===== config.mk =====
export PLATFORM = sky130hd
export DESIGN_NAME = plsm_ram
export DESIGN_NICKNAME = d
export VERILOG_FILES = /design/src/plsm_ram.sv
export SDC_FILE = /design/constraint.sdc
export NUM_CORES = 1
export LEC_CHECK = 0
export ABC_CLOCK_PERIOD_IN_PS = 1700
export BUFFER_PORTS_ARGS = -buffer_cell sky130_fd_sc_hd__buf_2
export CAP_MARGIN = 20
export CORE_UTILIZATION = 30
export CTS_CLUSTER_SIZE = 10
export DETAILED_ROUTE_END_ITERATION = 8
export PLACE_DENSITY = 0.43
export REMOVE_ABC_BUFFERS = 1
export SYNTH_ARGS = -nofsm -noshare
export SYNTH_HDL_FRONTEND = slang
export SYNTH_SLANG_ARGS = --single-unit

===== constraint.sdc =====
create_clock -name clk -period 1.7 [get_ports clk]
set_input_delay 0.17 -clock clk [delete_from_list [all_inputs] [get_ports clk]]
set_output_delay 0.17 -clock clk [all_outputs]
set_load 0.02 [all_outputs]

===== src/plsm_ram.sv =====
// ----------------------------------------------------------------------------
// plsm_ram
// Generic single-write, single-read RAM with registered read data.
// ----------------------------------------------------------------------------
module plsm_ram #(
	parameter int WIDTH = 8,
	parameter int DEPTH = 16
) (
	input  logic                     clk,
	input  logic                     we,
	input  logic [$clog2(DEPTH)-1:0] waddr,
	input  logic [WIDTH-1:0]         wdata,
	input  logic [$clog2(DEPTH)-1:0] raddr,
	output logic [WIDTH-1:0]         rdata
);
	logic [WIDTH-1:0] mem [DEPTH];

	always_ff @(posedge clk) begin
		if (we) mem[waddr] <= wdata;
		rdata <= mem[raddr];
	end
endmodule


==> results of run 1 <==
## layer usage
metal / track usage / routed length, um
met3: 0.0567 / 511
met2: 0.190 / 4860
met4: 0.0536 / 140
met1: 0.173 / 4970
met5: 0 / 13
## cell type report
type,instances,share of cell area
Timing Repair Buffer,48,0.0539
Sequential cell,136,0.644
Multi-Input combinational cell,83,0.170
Clock buffer,28,0.0799
Clock inverter,4,0.00725
Antenna cell,1,0.000403
Tap cell,220,0.0443
## critical path: cells and delay by family (launching register included)
family	cells	cell delay, ns
and+or+nand+nor	1	0.09
muxes	1	0.45
DFF	1	0.36
AOI/OAI and AO/OA	1	0.31
## cells by family after synthesis
logic type             after synthesis  share of synthesized area
flip-flops                         136                      0.778
AND/OR/NAND/NOR                     35                     0.0318
AO/OA/AOI/OAI                       16                     0.0233
buffers and inverters               10                     0.0168
multiplexers                        32                      0.150
## registers in the layout (all words and copies together) (netlist names)
signal / count
mem: 128
rdata: 8
## power breakdown
part           internal, mW  switching, mW
logic                 0.160          0.221
clock network          2.12           1.24
registers              3.75         0.0214
total                  6.03           1.48
## placed cells by master (no fill, tap or decap), types with 2 or more instances in the layout
master,Yosys,layout
nand2b_1,2,2
edfxtp_1,128,128
mux4_2,18,18
mux4_1,14,14
clkbuf_1,0,8
a22oi_1,16,16
clkbuf_16,0,17
nor2_1,13,13
buf_12,0,3
dfxtp_1,8,8
clkinv_2,0,3
nor3_1,4,4
nand3b_1,2,2
clkbuf_8,0,3
buf_2,3,25
buf_4,1,20
nand2_1,9,9
## worst min-delay path by stage
stage	startpoint	end	slack [ns]	depth (start not counted)
after detailed placement	wdata[5]	mem[15][5]	0.57	1
final	wdata[5]	mem[15][5]	0.14	1
after global placement	wdata[5]	mem[15][5]	0.57	1
after global routing	wdata[5]	mem[15][5]	0.12	1
after floorplan	wdata[0]	mem[0][0]	0.27	0
after CTS	wdata[5]	mem[15][5]	0.11	1
## through the flow
step	power (mW)	hold slack, ns
final	7.51	0.136
after global routing	7.78	0.120
after CTS	7.62	0.114
after detailed placement	4.23	0.570
after global placement	4.23	0.566
after floorplan	4.01	0.269
==> impl_summary.md, run 1 <==
Synthesis
In this run, synthesis produced a sequential element count of 136. The leading register cell type out of synthesis is edfxtp_1. The synthesized instance count is about 230.

The most repeated cell in the gate-level netlist after synthesis is edfxtp_1. Summed over all instances, the cell type with the most area after synthesis is edfxtp_1. The share of async-settable or async-resettable flops after synthesis is 0. Sorting the synthesized cells by area gives the leading types as edfxtp_1 75%, mux4_2 7.9%, mux4_1 7.1%.

After synthesis, the mean cell area works out to 22.5 um2. The count of different cell masters after synthesis is 19. In this run, synthesis inferred between 100 and 150 flip-flops with an integrated enable. Of the synthesized area, sequential elements account for 0.778. The synthesized netlist occupies a cell area of 0.00515 mm2.

Counting instances in the post-synthesis netlist gives the leading cell types as 128 x edfxtp_1, 18 x mux4_2, 16 x a22oi_1, 14 x mux4_1, 13 x nor2_1. Of the post-synthesis cell area, the dominant cell type holds 0.747. For this run, the number of Yosys warnings is 0.

Min path
The worst min-delay path category is in2reg.

Pwr
The total leakage power is between 2 and 2.5 nW. The peak ir drop on the vdd network is 0.749 mV. The total power divided by cell area is 1210 mW/mm2.

Route
The count of nets left with antenna violations once routing finished came out at 0. The starting DRC count in detailed routing is 148. After detailed routing, the number of remaining DRC violations is 0. The post-detailed-route via-to-cell ratio is 4.64. The number of search-and-repair iterations in the first detailed-routing pass is 6. The routed via count is 2414. The final layout contains routed wiring with a total length of 10.5 mm. The routed length per placed instance is a little over 20 um.

STA
The count of final max-slew check failures came to 0. In the finished design, the share of the clock period the worst path needs comes to 0.785. The achievable frequency is 0.749 GHz. The worst max-slew margin expressed relative to the limit is 0.712. Setup repair after global routing left no endpoint under its margin. The transition time of the tightest slew-check pin is 0.433 ns. The total count of hold-check failures in the final report came to 0. Clock skew on the completed layout was measured at around 0.0074 ns.

The worst path needs 1.33 ns of the cycle, external delays included. Setup slack on the critical path of the routed design comes to roughly 0.37 ns. Setup violations remaining at the end of the flow were counted as 0.

The final setup TNS is 0 ns.

Global route
For this run the aggregate overflow at the end of global routing stands at 0. The global-route wire length before repair is 15.7 mm. The number of global-route vias before repair came to 2573. The number of antenna violations at the first check in global routing was 2.

Entering global routing, the biggest net connects 20 pins. Across every metal layer, demand over resource in global routing totals 0.131.

Place
The detailed-placement wirelength estimate is about 6.7 mm. During placement, the flow inserted port buffers numbering 25. The area after detailed placement is 0.00567 mm2. In this run, placement finished with an instance count of 487. The placement-stage worst setup slack is 0.0984 ns.

At the end of routability-driven placement, the weighted congestion stood at 0.699.

Setup path
In this run the worst setup path terminates at rdata[7]. The biggest fanout along the worst timing path is 1. Data on the critical path is required at its endpoint by around 2.0 ns. The worst flop-to-flop path startpoint is mem[0][7].

The arrival time of data at the critical path endpoint is about 1.6 ns. The critical path endpoint category is a flip-flop. The number of cells on the worst reg-to-reg path is 3. The startpoint class of the critical path is a flip-flop. Traced cell by cell, the critical path runs through mux4_2 > a22oi_1 > nand2_1. The slack of the worst reg-to-reg path is 0.37 ns. The start point of the critical path is mem[0][7]. The kind of critical path is reg2reg. The endpoint identified for the worst register-to-register timing path is rdata[7]. The largest individual stage delay along the critical path comes from the cell mux4_2. On the worst path, the slowest cell contributes a delay of between 0.4 and 0.5 ns.

Clocking
After clock tree synthesis, the repair step resized 0 gates. TritonCTS built the clock tree. The maximum buffer depth of the clock tree is 2. The latest clock arrival within the worst-skew pair is 0.42 ns.

The clock tree synthesis step divided the H-tree into 4 levels. The tree is rooted in a clkbuf_16. The count of hold buffers inserted by post-cts repair is 0.

The count of clock tree sinks is 136. The clock-pin slew of the registers on the worst-case setup and hold paths is 0.05 ns. The total setup buffers inserted after CTS is 0.

Counting the buffers created by CTS gives 17.

Final layout
The final layout contains 304 nets. In the final layout, the share of cells above drive strength 1 is 0.304. The final cell area excluding filler cells is 0.00622 mm2. The fraction of the core area covered by cells at the end of the flow is 0.374. Summing all flip-flop and latch instances after layout gives 0.00400 mm2. The area growth from synthesis to layout is 20.8%. The area taken by multi-input logic gates is 0.00106 mm2. After filler insertion, the fill cell instance count of the layout stands at 1540.

The non-filler instance count after layout is 520.

Outcome
The flow ran to the end, and the final reports show no timing, DRC or antenna violations.

Die
In this run the standard cell core region covers 0.0166 mm2. The initial utilization of the core area, before any placement, comes to 0.309. The die outline area is 0.0177 mm2. The number of placed I/O pins is 26. The height of the die is around 130 um.

The die is 133 um wide. The row count is 47.

Run
The tool flagged a number of max-cap violations equal to 0.
(Power assumes the default switching activity.)
==> run 2: changes to the inputs <==
--- a/config.mk
+++ b/config.mk
@@ -5,13 +5,13 @@
 export SDC_FILE = /design/constraint.sdc
 export NUM_CORES = 1
 export LEC_CHECK = 0
-export ABC_CLOCK_PERIOD_IN_PS = 1700
+export ABC_CLOCK_PERIOD_IN_PS = 1300
 export BUFFER_PORTS_ARGS = -buffer_cell sky130_fd_sc_hd__buf_2
 export CAP_MARGIN = 20
 export CORE_UTILIZATION = 30
 export CTS_CLUSTER_SIZE = 10
 export DETAILED_ROUTE_END_ITERATION = 8
-export PLACE_DENSITY = 0.43
+export PLACE_DENSITY = 0.42
 export REMOVE_ABC_BUFFERS = 1
 export SYNTH_ARGS = -nofsm -noshare
 export SYNTH_HDL_FRONTEND = slang
==> constraint.sdc (replaced) <==
create_clock -name clk -period 1.3 [get_ports clk]
set_input_delay 0.13 -clock clk [delete_from_list [all_inputs] [get_ports clk]]
set_output_delay 0.13 -clock clk [all_outputs]
set_load 0.02 [all_outputs]
==> run 2 against run 1 <==
Critical path depth did not move. Sequential share of layout area decreased by 1.0 points. Non-clock buffer count up 4. Sequential cell count is the same. Clock skew is 0.0011 ns lower. Combinational power increased by 37%. Core utilization increased by 0.59 points. Critical endpoint is now rdata[0]. Largest power group unchanged.
==> impl_summary.md, run 2 (synthesis results as in run 1) <==
Die
The placeable core region is 0.0166 mm2 (unchanged). The x dimension of the die is 133 um (unchanged). The number of placed I/O pins was 26 (unchanged). The effective utilization at floorplan came to 0.309 (unchanged). The die outline area came to 0.0177 mm2 (unchanged). The row count came to 47 (unchanged). The height of the die is 133 um (unchanged).

Final layout
The area growth from synthesis to layout is 22.7% (was 20.8%). The footprint of the flip-flops and latches was 0.00400 mm2 (unchanged). The number of fillers in the final layout was 1501 (was 1540). Leading registers by flop count: mem: 128 flops, rdata: 8 flops (unchanged). The final net count is 308 (was 304). The final cell area excluding filler cells is 0.00631 mm2 (was 0.00622 mm2). The fraction of the core area covered by cells at the end of the flow is 0.379 (was 0.374). The non-filler instance count after layout was 523 (was 520). The total inserted antenna cells was 0 (was 1). The register with the most flip-flops is mem (unchanged). The most common library cell in the layout ignoring fill and taps is edfxtp_1 (unchanged). The ratio of cells with drive above 1 in the final layout is 0.376 (was 0.304). The flip-flop count of the largest register after layout came to 128 (unchanged). The area taken by multi-input logic gates is 0.00106 mm2 (about the same). Commonest non-fill, non-tap cells in the layout: 128 x edfxtp_1, 27 x mux4_2, 25 x buf_2 (was 128 x edfxtp_1, 25 x buf_2, 20 x buf_4).

Route
The post-detailed-route count of antenna-violating nets is 0 (unchanged). The routed length per placed instance is 20.1 um (was 20.2 um). The final routed DRC violation total is 0 (unchanged). The number of search-and-repair iterations in the first detailed-routing pass is 4 (was 6). The routed via count is 2398 (was 2414). The post-detailed-route via-to-cell ratio is 4.59 (was 4.64). The starting DRC count in detailed routing was 183 (was 148). The overall routed net length came to 10.5 mm (about the same).

STA
The worst-case hold slack is 0.107 ns (was 0.136 ns). RSZ-0062 raised after global routing: yes (was no). The final setup TNS is 0 ns (unchanged). The transition time of the tightest slew-check pin was 0.903 ns (was 0.433 ns). The worst clock skew is 0.00631 ns (was 0.00745 ns). The setup slack of the critical path after layout is 0.0396 ns (was 0.365 ns). The count of final max-slew check failures is 0 (unchanged). The total count of hold-check failures in the final report came to 0 (unchanged). The final number of setup-violating endpoints is 0 (unchanged).

The achievable frequency is 0.793 GHz (was 0.749 GHz). The worst max-slew margin expressed relative to the limit is 0.396 (was 0.712). The ratio of final minimum period to clock period is 0.970 (was 0.785). The clock period minus final worst setup slack is 1.26 ns (was 1.33 ns).

Clocking
The number of buffers created by CTS came to 17 (unchanged). The CTS tree is done (unchanged). The total setup buffers inserted after CTS is 0 (unchanged). The number of H-tree levels is 4 (unchanged). The maximum buffer depth of the clock tree is 2 (unchanged). The clock-pin slew of the registers on the worst-case setup and hold paths is 0.06 ns (was 0.05 ns). The latest clock arrival within the worst-skew pair was 0.41 ns (was 0.42 ns).

The count of clock tree sinks is 136 (unchanged). The clock root buffer is clkbuf_16 (unchanged).

Place
The final estimated routing congestion in global placement is 0.696 (was 0.699). The detailed-placement wirelength estimate is 7.02 mm (was 6.71 mm). The placement-stage worst setup slack is -0.283 ns (was 0.0984 ns). The number of placed instances, taps included is 491 (was 487). The count of buffers from port buffering is 25 (unchanged). The area after detailed placement came to 0.00570 mm2 (was 0.00567 mm2).

Setup path
The kind of critical path was reg2reg (unchanged). The slack of the worst reg-to-reg path is 0.04 ns (was 0.37 ns). The critical path endpoint category is a flip-flop (unchanged). The endpoint of the most critical register-to-register path is rdata[0] (was rdata[7]). The arrival time of data at the critical path endpoint was 1.56 ns (was 1.63 ns). The startpoint class of the critical path is a flip-flop (unchanged). The biggest fanout along the worst timing path is 1 (unchanged).

The number of cells on the worst reg-to-reg path was 3 (unchanged). The required time of the critical path is 1.60 ns (was 2.00 ns). The worst flop-to-flop path startpoint is mem[5][0] (was mem[0][7]).

Global route
The global routing usage on met1 is 0.166 (was 0.173). The most utilized layer in the global route result is met2 (unchanged). The overall track demand over capacity in global routing is 0.128 (was 0.131). The number of global-route vias before repair is 2600 (was 2573). The number of antenna violations at the first check in global routing was 1 (was 2). The total congestion overflow after global routing is 0 (unchanged). The met2 track demand over resource was 0.199 (was 0.190).

The met3 layer usage reported by global route came to 0.0448 (was 0.0567). The global-route wire length before repair is 15.7 mm (about the same). The maximum number of pins on one net before global-route repair is 24 (was 20).

Pwr
The post-route total power is 10.4 mW (was 7.51 mW). The total power divided by cell area is 1640 mW/mm2 (was 1210 mW/mm2). The total leakage power is 2.11 nW (was 2.09 nW). The peak ir drop on the vdd network is 0.761 mV (was 0.749 mV).

Min path
The launch point of the worst hold path is wdata[6] (was wdata[5]). The worst min-delay path endpoint is mem[5][6] (was mem[15][5]). The worst min-delay path category is in2reg (unchanged). The depth of the worst hold-timing path was 1 (unchanged).

Outcome
Result of the run: finished clean (unchanged).

Run
The max-capacitance violation count was 0 (unchanged).
-- run 2: where the power goes --
part / total, mW / internal [mW] / switching (mW)
Combinational: 0.523 / 0.227 / 0.297
Clock: 4.90 / 3.19 / 1.71
Sequential: 4.94 / 4.90 / 0.0346
Total: 10.4 / 8.32 / 2.04
-- run 2: how the worst max path moves through the flow --
stage,end,slack (ns),depth (start not counted),startpoint
2_1_floorplan,mem[0][0],-0.32,2,waddr[2]
3_3_place_gp,rdata[3],-0.28,5,raddr[0]
3_5_place_dp,rdata[3],-0.28,5,raddr[0]
4_1_cts,rdata[0],0.01,3,mem[5][0]
5_1_grt,rdata[3],-0.03,3,mem[7][3]
6_report,rdata[0],0.04,3,mem[5][0]
-- run 2: timing repair --
action                                  in CTS  in global routing
resized for setup                           10                  6
endpoints found under the setup margin       7                  5
hold buffers                                 0                  0
pin swaps                                    3                  2
-- run 2: worst max-delay path: stages (launching register included) --
cell and delay [ns]:
edfxtp_1 0.35, mux4_1 0.52, a22oi_2 0.20, nand2_1 0.07
-- run 2: layout make-up --
cell class                      instances  share of cell area
Clock buffer                           19              0.0686
Clock inverter                         13              0.0283
Multi-Input combinational cell         83               0.168
Sequential cell                       136               0.634
Tap cell                              220              0.0436
Timing Repair Buffer                   52              0.0579
-- run 2: routing by layer --
metal,part of all wire,up-vias
met2,0.47,59
met3,0.049,12
li1,-,1082
met5,0.0010,-
met4,0.011,2
met1,0.46,1243
